<file path="src/design/matrix4_multiply_macros.svh">
// Assertion macros shared by the matrix multiply modules.
`ifndef MATRIX4_MULTIPLY_MACROS_SVH
`define MATRIX4_MULTIPLY_MACROS_SVH

// The consequent must hold in the same cycle as the antecedent.
`define M4M_CHECK_NOW(label, clk, rst_n, ante, cons) \
    label: assert property (@(posedge clk) disable iff (!rst_n) (ante) |-> (cons)) \
        else $error("m4m same-cycle check failed");

// The consequent must hold in the cycle after the antecedent.
`define M4M_CHECK_NEXT(label, clk, rst_n, ante, cons) \
    label: assert property (@(posedge clk) disable iff (!rst_n) (ante) |=> (cons)) \
        else $error("m4m next-cycle check failed");

`endif

</file>
<file path="src/design/m4m_pkg.sv">
`default_nettype none

package m4m_pkg;

    localparam int DIM     = 4;
    localparam int NELEM   = DIM * DIM;
    localparam int DATA_W  = 32;
    localparam int FRAC_W  = DATA_W / 2;
    localparam int IDX_W   = 4;
    localparam int ROW_W   = $clog2(DIM);
    localparam int ACT_W   = 2;
    localparam int PROD_W  = 2 * DATA_W;
    localparam int HALF_W  = PROD_W + 1;
    localparam int SUM_W   = PROD_W + 2;

    localparam int QDEPTH  = 4;
    localparam int QPTR_W  = $clog2(QDEPTH);
    localparam int QCNT_W  = $clog2(QDEPTH + 1);

    localparam logic [ACT_W-1:0] ACT_LOAD_LEFT  = 2'd0;
    localparam logic [ACT_W-1:0] ACT_LOAD_RIGHT = 2'd1;
    localparam logic [ACT_W-1:0] ACT_COMPUTE    = 2'd2;
    localparam logic [ACT_W-1:0] ACT_NONE       = 2'd3;

    localparam logic [IDX_W-1:0] LAST_IDX = IDX_W'(NELEM - 1);

    localparam logic signed [SUM_W-1:0] ROUND_HALF = SUM_W'(1) <<< (FRAC_W - 1);
    localparam logic signed [SUM_W-1:0] SAT_HI =
        {{(SUM_W - DATA_W + 1){1'b0}}, {(DATA_W - 1){1'b1}}};
    localparam logic signed [SUM_W-1:0] SAT_LO =
        {{(SUM_W - DATA_W + 1){1'b1}}, {(DATA_W - 1){1'b0}}};

    typedef logic signed [DATA_W-1:0] t_data;

    typedef struct packed {
        logic [ACT_W-1:0] action;
        logic [IDX_W-1:0] index;
        t_data            value;
    } t_cmd;

endpackage

`default_nettype wire

</file>
<file path="src/design/m4m_if.sv">
`default_nettype none

interface m4m_in_if;
    logic                          valid;
    logic                          ready;
    logic [m4m_pkg::ACT_W-1:0]     action;
    logic [m4m_pkg::IDX_W-1:0]     elem_index;
    logic signed [m4m_pkg::DATA_W-1:0] elem_value;

    modport source (output valid, action, elem_index, elem_value, input ready);
    modport sink   (input valid, action, elem_index, elem_value, output ready);
endinterface


`default_nettype wire

</file>
<file path="src/design/m4m_front.sv">
`default_nettype none
`include "matrix4_multiply_macros.svh"

module m4m_front (
    input  wire logic        i_clk,
    input  wire logic        i_rst_n,
    m4m_in_if.sink           i_in,
    output m4m_pkg::t_cmd    o_cmd,
    output logic             o_cmd_valid,
    input  wire logic        i_cmd_ready
);

    m4m_pkg::t_cmd r_q [m4m_pkg::QDEPTH];
    logic [m4m_pkg::QPTR_W-1:0] r_wptr, r_rptr;
    logic [m4m_pkg::QCNT_W-1:0] r_count;
    logic accept, push, pop;

    assign i_in.ready  = (r_count != m4m_pkg::QCNT_W'(m4m_pkg::QDEPTH));
    assign accept      = i_in.valid && i_in.ready;
    // The unused action code is taken and dropped here.
    assign push        = accept && (i_in.action != m4m_pkg::ACT_NONE);
    assign o_cmd_valid = (r_count != '0);
    assign pop         = o_cmd_valid && i_cmd_ready;
    assign o_cmd       = r_q[r_rptr];

    always_ff @(posedge i_clk) begin
        if (push) begin
            r_q[r_wptr] <= '{action: i_in.action, index: i_in.elem_index,
                             value: i_in.elem_value};
        end
    end

    always_ff @(posedge i_clk) begin
        if (!i_rst_n) begin
            r_wptr  <= '0;
            r_rptr  <= '0;
            r_count <= '0;
        end else begin
            if (push) begin
                r_wptr <= r_wptr + 1'b1;
            end
            if (pop) begin
                r_rptr <= r_rptr + 1'b1;
            end
            if (push && !pop) begin
                r_count <= r_count + 1'b1;
            end else if (pop && !push) begin
                r_count <= r_count - 1'b1;
            end
        end
    end

    `M4M_CHECK_NOW(a_count_bound, i_clk, i_rst_n, 1'b1, r_count <= m4m_pkg::QCNT_W'(m4m_pkg::QDEPTH))
    `M4M_CHECK_NEXT(a_push_grows, i_clk, i_rst_n, push && !pop, r_count == $past(r_count) + 1'b1)

endmodule

`default_nettype wire

</file>
<file path="src/flat_wrapper.sv">
// flat-port wrapper written by rule: the top's interface ports become plain ports
module m4m_front_flat 
  (i_clk, i_rst_n, o_cmd, o_cmd_valid, i_cmd_ready, i_in_valid, i_in_action, i_in_elem_index, i_in_elem_value, i_in_ready);
  m4m_in_if i_in_i ();
  input  wire logic i_clk;
  input  wire logic i_rst_n;
  output m4m_pkg::t_cmd o_cmd;
  output logic o_cmd_valid;
  input  wire logic i_cmd_ready;
  input wire logic [$bits(i_in_i.valid)-1:0] i_in_valid;
  input wire logic [$bits(i_in_i.action)-1:0] i_in_action;
  input wire logic [$bits(i_in_i.elem_index)-1:0] i_in_elem_index;
  input wire logic [$bits(i_in_i.elem_value)-1:0] i_in_elem_value;
  output wire logic [$bits(i_in_i.ready)-1:0] i_in_ready;
  assign i_in_i.valid = i_in_valid;
  assign i_in_i.action = i_in_action;
  assign i_in_i.elem_index = i_in_elem_index;
  assign i_in_i.elem_value = i_in_elem_value;
  assign i_in_ready = i_in_i.ready;
  m4m_front u_core (.i_clk(i_clk), .i_rst_n(i_rst_n), .i_in(i_in_i), .o_cmd(o_cmd), .o_cmd_valid(o_cmd_valid), .i_cmd_ready(i_cmd_ready));
endmodule
</file>
<file path="config.mk">
export PLATFORM = sky130hd
export DESIGN_NAME = m4m_front_flat
export DESIGN_NICKNAME = d
export VERILOG_FILES = /design/src/design/m4m_pkg.sv /design/src/design/m4m_if.sv /design/src/design/m4m_front.sv /design/src/flat_wrapper.sv
export VERILOG_INCLUDE_DIRS = /design/src /design/src/design
export SDC_FILE = /design/constraint.sdc
export NUM_CORES = 1
export LEC_CHECK = 0
export BUFFER_PORTS_ARGS = -buffer_cell sky130_fd_sc_hd__buf_2
export CAP_MARGIN = 20
export CELL_PAD_IN_SITES_DETAIL_PLACEMENT = 1
export CELL_PAD_IN_SITES_GLOBAL_PLACEMENT = 1
export CORE_ASPECT_RATIO = 1.1
export CORE_MARGIN = 2
export CORE_UTILIZATION = 54
export CTS_CLUSTER_SIZE = 40
export DETAILED_ROUTE_END_ITERATION = 12
export GPL_ROUTABILITY_DRIVEN = 0
export GPL_TIMING_DRIVEN = 0
export PLACE_DENSITY_LB_ADDON = 0.25
export SETUP_SLACK_MARGIN = 0.3
export SYNTH_ARGS = -nofsm -noshare
export SYNTH_HDL_FRONTEND = slang
export SYNTH_SLANG_ARGS = --single-unit
export TNS_END_PERCENT = 30
</file>
<file path="constraint.sdc">
create_clock -name i_clk -period 4.4 [get_ports i_clk]
set_input_delay 0.44 -clock i_clk [delete_from_list [all_inputs] [get_ports i_clk]]
set_output_delay 0.44 -clock i_clk [all_outputs]
set_load 0.02 [all_outputs]
</file>
==> run summary, run 1 <==
Final nets = 398
setup_tns = 0 ns
pin count of the biggest net entering global routing = 29
Final Cell Area = 7259 um2
sequential group share of total power = 42.9%
Ports = 82
Netlist cell types = 24
H-tree depth = 4
antenna violations before repair = 0
diode count = 0
hold slack = 0.2384 ns
clock sink count = 161
Post-DRT Antenna Nets = 0
crit path time final = 2.462 ns
first-pass GRT wire length = 17,880 um
P_sw = 1.203 mW
placed wire-length estimate = 7068 um
most common cell after layout, fill and taps aside = edfxtp_1
Worst-Skew Late Latency = 0.41 ns
WL final = 11,490 um
RSZ-0062 raised after global routing = no
Register-to-Register Path Depth = 8
hold-critical path depth = 1
leading register cell type out of synthesis = edfxtp_1
arrival time at the worst endpoint = 2.81 ns
critical path capture point type = flip-flop
slowest stage delay, CP = 0.49 ns
die height = 114.5 um
reg2reg setup slack = 1.94 ns
Hold Crit Class = in -> reg
clock share of power = 32.6%
GRT Residual Overflow = 0
Post-Route Utilization = 66.84%
RR Startpoint = u_core.r_count[0]
YS warnings = 0
Slew @ Worst Pin = 0.6931 ns
Int Pwr = 3.175 mW
status = finished clean
Final Hold Fails = 0
hold_sp = i_in_elem_index[2]
Max Clk Rate = 0.4061 GHz
drt first pass iters = 4
Final Setup Violations = 0
# hold bufs at CTS = 0
Post-synth EDFFs = 152
Die Width = 104.5 um
Post-Place Setup Slack = 1.915 ns
critical path fanouts, max = 7
slowest stage cell, crit path = dfxtp_1
CP Class = reg -> reg
switch share = 27.48%
gr usage total = 20.76%
CTS buffer count = 17
WP data required = 4.75 ns
Async S/R FF share, synth = 0%
CTS tree = yes
Syn-to-layout area delta = 21.03%
post-CTS sizing = 0
RR Endpoint = u_core.r_count[2]
WHS Endpoint = u_core.r_q[0][34]
Worst Setup Start Kind = flip-flop
setup ws final = 1.938 ns
IO buf count = 80
Clock Tree Buf Depth = 2
fin. max-slew vios = 0
Tcrit/Tclk final = 55.96%
postcts setup bufs = 0
CP cell instances = nor2_2 -> a221oi_4 -> ha_1 -> inv_1 -> fa_1 -> xor2_1 -> or3_1 -> a21boi_1
drt first-iter violations = 177
Starting Density = 55.23%
placed instance count = 478
Synth Cell Area = 5998 um2
total power draw = 4.378 mW
DIE AREA = 11,970 um2
Slew HR = 53.79%
Peak VDD IR = 0.3450 mV
skew final = 0.01310 ns
Mapped Cells = 247
final non-filler cell total = 510
Leak = 2.478 nW
Avg Synthesized Cell Area = 24.28 um2
register area share after synthesis = 79.10%
WL per Instance = 22.54 um
DRC viols = 0
max-cap check violation count = 0
Vias per Instance = 5.559
number of synthesized register bits = 161
root buffer cell = clkbuf_16
vias in the first global route = 3,088
placed instance area = 6675 um2
synthesized net count = 295
Clk pin slew, worst setup/hold paths = 0.06 ns
via count = 2,835
Cell Pwr Density = 603.0 nW/um2
combinational share of power = 24.5%
ratio of cells with drive above 1 in the final layout = 45.45%
filler instances = 916
Placeable Area = 10,860 um2
most frequent cells in the layout = edfxtp_1, buf_2, mux4_2
Rows = 40
==> power groups by stage <==
| stage | Combinational [mW] | Clock (mW) | Sequential (mW) |
|---|---|---|---|
| finish | 1.07 | 1.43 | 1.88 |
| global route | 1.15 | 1.52 | 1.89 |
| CTS | 1.09 | 1.46 | 1.88 |
| detailed placement | 1.08 | 0 | 1.91 |
| global placement | 1.04 | 0 | 1.90 |
| floorplan | 0.765 | 0 | 1.89 |
==> registers in the layout (all words and copies together), names as in the netlist, named ones only <==
name	count
u_core.r_q	152
u_core.r_rptr	2
u_core.r_wptr	2
u_core.r_count	3
==> synth_stat cells, drive strengths merged, types with 2 or more instances <==
master	n	share of area [%]
edfxtp	152	76
buf	7	1.2
mux2i	3	0.50
ha	5	1.0
dfxtp	9	3.0
or3	2	0.21
and2	8	0.83
inv	4	0.25
mux4	38	14
nand2	5	0.31
clkbuf	2	0.13
xnor2	3	0.44
==> layout make-up <==
cell class | count | area [um2] | share of cell area (%)
buffer | 9 | 81.33 | 1.120
clock buffer | 23 | 478.0 | 6.584
clock inverter | 9 | 106.4 | 1.465
inverter | 4 | 15.01 | 0.2068
multi-input combinational | 73 | 1162 | 16.01
sequential | 161 | 4745 | 65.36
tap | 147 | 183.9 | 2.534
timing repair buffer | 84 | 488.0 | 6.722
==> worst max path at each step <==
stage                            startpoint                end  cells after the start
final                     u_core.r_count[0]  u_core.r_count[2]                      8
after global placement       i_in_action[0]  u_core.r_q[0][11]                      3
after floorplan           u_core.r_count[0]   u_core.r_q[0][0]                      3
after CTS                 u_core.r_count[0]  u_core.r_count[2]                      8
after global routing      u_core.r_count[0]  u_core.r_count[2]                      8
after detailed placement     i_in_action[0]  u_core.r_count[2]                      8
==> metal layers <==
metal	vias up	wire, um	track usage, %	part of all wire [%]
li1	1247	-	-	-
met1	1497	4706	25.71	41
met2	79	6143	34.99	53
met3	12	485	6.318	4.2
met4	0	159	7.658	1.4
met5	-	0	0	0
==> worst max-delay path, delay by kind of cell, from the launching register on <==
family	cells	cell delay, ns
fa+ha+maj	2	0.66
compound gates	2	0.59
flops	1	0.49
simple gates	2	0.41
xor+xnor	1	0.17
buf+inv	1	0.06
==> cells by family after synthesis <==
logic type               after synthesis  share of synthesized area, %
XOR/XNOR                               4                        0.5842
adder cells (fa/ha/maj)                6                         1.377
multiplexers                          41                         14.77
AO/OA/AOI/OAI                          5                         1.001
buffers and inverters                 13                         1.606
AND/OR/NAND/NOR                       17                         1.565
flip-flops                           161                         79.10
Power figures use the tool's default switching activity.
==> inputs of run 2 (changes only) <==
--- a/config.mk
+++ b/config.mk
@@ -6,13 +6,14 @@
 export SDC_FILE = /design/constraint.sdc
 export NUM_CORES = 1
 export LEC_CHECK = 0
+export ABC_AREA = 1
 export BUFFER_PORTS_ARGS = -buffer_cell sky130_fd_sc_hd__buf_2
 export CAP_MARGIN = 20
 export CELL_PAD_IN_SITES_DETAIL_PLACEMENT = 1
 export CELL_PAD_IN_SITES_GLOBAL_PLACEMENT = 1
 export CORE_ASPECT_RATIO = 1.1
 export CORE_MARGIN = 2
-export CORE_UTILIZATION = 54
+export CORE_UTILIZATION = 42
 export CTS_CLUSTER_SIZE = 40
 export DETAILED_ROUTE_END_ITERATION = 12
 export GPL_ROUTABILITY_DRIVEN = 0
==> constraint.sdc (replaced) <==
create_clock -name i_clk -period 2 [get_ports i_clk]
set_input_delay 0.2 -clock i_clk [delete_from_list [all_inputs] [get_ports i_clk]]
set_output_delay 0.2 -clock i_clk [all_outputs]
set_load 0.02 [all_outputs]
==> run 2 against run 1 <==
Synthesized cell count rose by 77%. Global-route usage rose by 1.4 points. Critical endpoint is now o_cmd[11]. Die area rose by 30%. Power rose to 2.6 times the previous value.
==> run summary, run 2 <==
status = finished clean
Avg Synthesized Cell Area = 13.99 um2
number of synthesized register bits = 161
Crit path top cell by count = buf_12
Hold Crit Class = in -> reg
Worst-Skew Late Latency = 0.43 ns
Leak = 3.190 nW
diode count = 0
Vias per Instance = 5.249
count leader, synth = edfxtp_1
register area share after synthesis = 77.45%
critical path fanouts, max = 5
crit path time final = 1.877 ns
arrival time at the worst endpoint = 1.68 ns
placed instance count = 715
clock sink count = 161
RR Startpoint = u_core.r_count[0]
Rows = 46
largest register by flop count = u_core.r_q
Async S/R FF share, synth = 0%
Post-DRT Antenna Nets = 0
Starting Density = 42.74%
max-cap check violation count = 0
ratio of cells with drive above 1 in the final layout = 35.46%
CP cell instances = inv_4 -> buf_12 -> buf_12 -> buf_16 -> nor2_4 -> o22ai_1 -> buf_4
WP data required = 1.80 ns
fin. max-slew vios = 0
skew final = 0.008822 ns
slowest stage cell, crit path = dfxtp_4
Ports = 82
YS warnings = 0
Synth Cell Area = 6126 um2
Tcrit/Tclk final = 93.87%
filler instances = 1,360
critical path capture point type = primary output
leading register cell type out of synthesis = edfxtp_1
CTS tree = yes
hold_sp = i_in_elem_value[29]
Slew @ Worst Pin = 0.7113 ns
Netlist cell types = 20
Post-synth EDFFs = 152
RSZ-0062 raised after global routing = yes
Final Setup Violations = 0
H-tree depth = 4
drt first-iter violations = 277
CTS buffer count = 17
cell accounting for the most synthesized area = edfxtp_1
DRC viols = 0
WL final = 17,420 um
Final nets = 647
synth top area cells = edfxtp_1, o21ai_0, nor2_1
Clock Tree Buf Depth = 2
Placeable Area = 14,330 um2
GRT Residual Overflow = 0
setup_tns = 0 ns
max reg flops = 152
pin count of the biggest net entering global routing = 23
DIE AREA = 15,570 um2
Yosys top cell area share = 74.51%
Clk pin slew, worst setup/hold paths = 0.06 ns
gr usage total = 22.18%
Mapped Cells = 438
Worst Setup Start Kind = flip-flop
Syn-to-layout area delta = 42.54%
antenna violations before repair = 0
root buffer cell = clkbuf_16
vias in the first global route = 4,497
IO buf count = 81
drt first pass iters = 4
WL per Instance = 21.67 um
Post-Route Utilization = 60.93%
via count = 4,220
Cell Pwr Density = 1307 nW/um2
first-pass GRT wire length = 25,100 um
Final Hold Fails = 0
synth cell count leaders = edfxtp_1, nor2_1, o21ai_0
synthesized net count = 486
Top Registers = u_core.r_q (152), u_core.r_count (3)
slowest stage delay, CP = 0.40 ns
most common cell after layout, fill and taps aside = edfxtp_1
Max Clk Rate = 0.5327 GHz
die height = 130.7 um
final non-filler cell total = 804
Die Width = 119.2 um
placed wire-length estimate = 9485 um
Slew HR = 52.53%
Peak VDD IR = 0.7185 mV
most frequent cells in the layout = edfxtp_1, nor2_1, o21ai_0
CP Class = reg -> out
[run 2: changes by cell type in the layout (fill, tap and decap cells not counted), sizes merged, moves of 30 or more]
cell         before  now
buf              91  121
dlygate4sd3       0   34
mux4             38    0
nor2              1   93
o21ai             1   77
o22ai             0   38
[run 2: per-layer routing]
layer  routed length, um  part of all wire [%]  track usage [%]  vias to the layer above
li1                    -                     -                -                     1937
met1                7039                    40            26.56                     2144
met2                9207                    53            39.35                      111
met3                 740                   4.2            4.297                       28
met4                 433                   2.5            9.804                        0
met5                   0                     0                0                        -
[run 2: power breakdown]
part,leakage (nW),switching (mW),total (mW),internal (mW)
Sequential,1.46,0.136,4.16,4.02
Clock,0.287,1.27,3.25,1.98
Combinational,1.44,2.26,4.00,1.74
Total,3.19,3.66,11.4,7.75
[run 2: critical path: cells and delay by family (launching register included)]
family / cells / cell delay [ns]
and+or+nand+nor: 1 / 0.03
AOI/OAI and AO/OA: 1 / 0.15
DFF: 1 / 0.40
buffers and inverters: 5 / 0.65
[run 2: per-stage QoR]
| stage | instance area [um2] | power [mW] | hold WS, ns | setup slack [ns] |
|---|---|---|---|---|
| 2_1_floorplan | 6181 | 5.872 | 0.2989 | 0.2919 |
| 3_3_place_gp | 6827 | 6.764 | 0.4113 | -0.1943 |
| 3_5_place_dp | 6929 | 6.935 | 0.4164 | -0.02695 |
| 4_1_cts | 8481 | 11.08 | 0.0006949 | 0.1359 |
| 5_1_grt | 8732 | 11.84 | 0.007818 | 0.07295 |
| 6_report | 8732 | 11.41 | 0.01035 | 0.1226 |
[run 2: path summary, 6_finish.rpt]
| check | endpoint | slack (ns) | cells after the start |
|---|---|---|---|
| hold / removal | u_core.r_q[0][29] | 0.01 | 1 |
| setup reg to reg | u_core.r_count[1] | 0.24 | 9 |
| hold reg to reg | u_core.r_rptr[0] | 0.51 | 2 |
| setup / recovery | o_cmd[11] | 0.12 | 7 |
[run 2: timing repair]
item                                   4_1_cts  5_1_grt
endpoints found under the hold margin      134        0
hold buffers                                34        0
setup endpoints to repair                  145      139
gates resized for setup                    127       53
cloned                                       5        4
pin swaps                                   23       13
buffers inserted                            13        1
[run 2: cell families (layout without fill, tap and decap cells)]
logic type                 after synthesis  count (layout)  share of synthesized area (%)
xor gates and xnor gates                 1               1                         0.1430
AOI/OAI and AO/OA                      119             119                          10.50
and+or+nand+nor                        110             113                          6.842
adders and majority gates                6               6                          1.348
buffers and inverters                   41             212                          3.717
DFF                                    161             161                          77.45
[run 2: area by class of cell]
| class | instances | area, um2 | area share (%) |
|---|---|---|---|
| Buffer | 24 | 312.8 | 3.582 |
| Sequential cell | 161 | 4760 | 54.51 |
| Tap cell | 192 | 240.2 | 2.751 |
| Clock inverter | 11 | 138.9 | 1.590 |
| Timing Repair Buffer | 139 | 1301 | 14.90 |
| Clock buffer | 21 | 450.4 | 5.158 |
| Inverter | 17 | 66.31 | 0.7594 |
| Multi-Input combinational cell | 239 | 1463 | 16.75 |
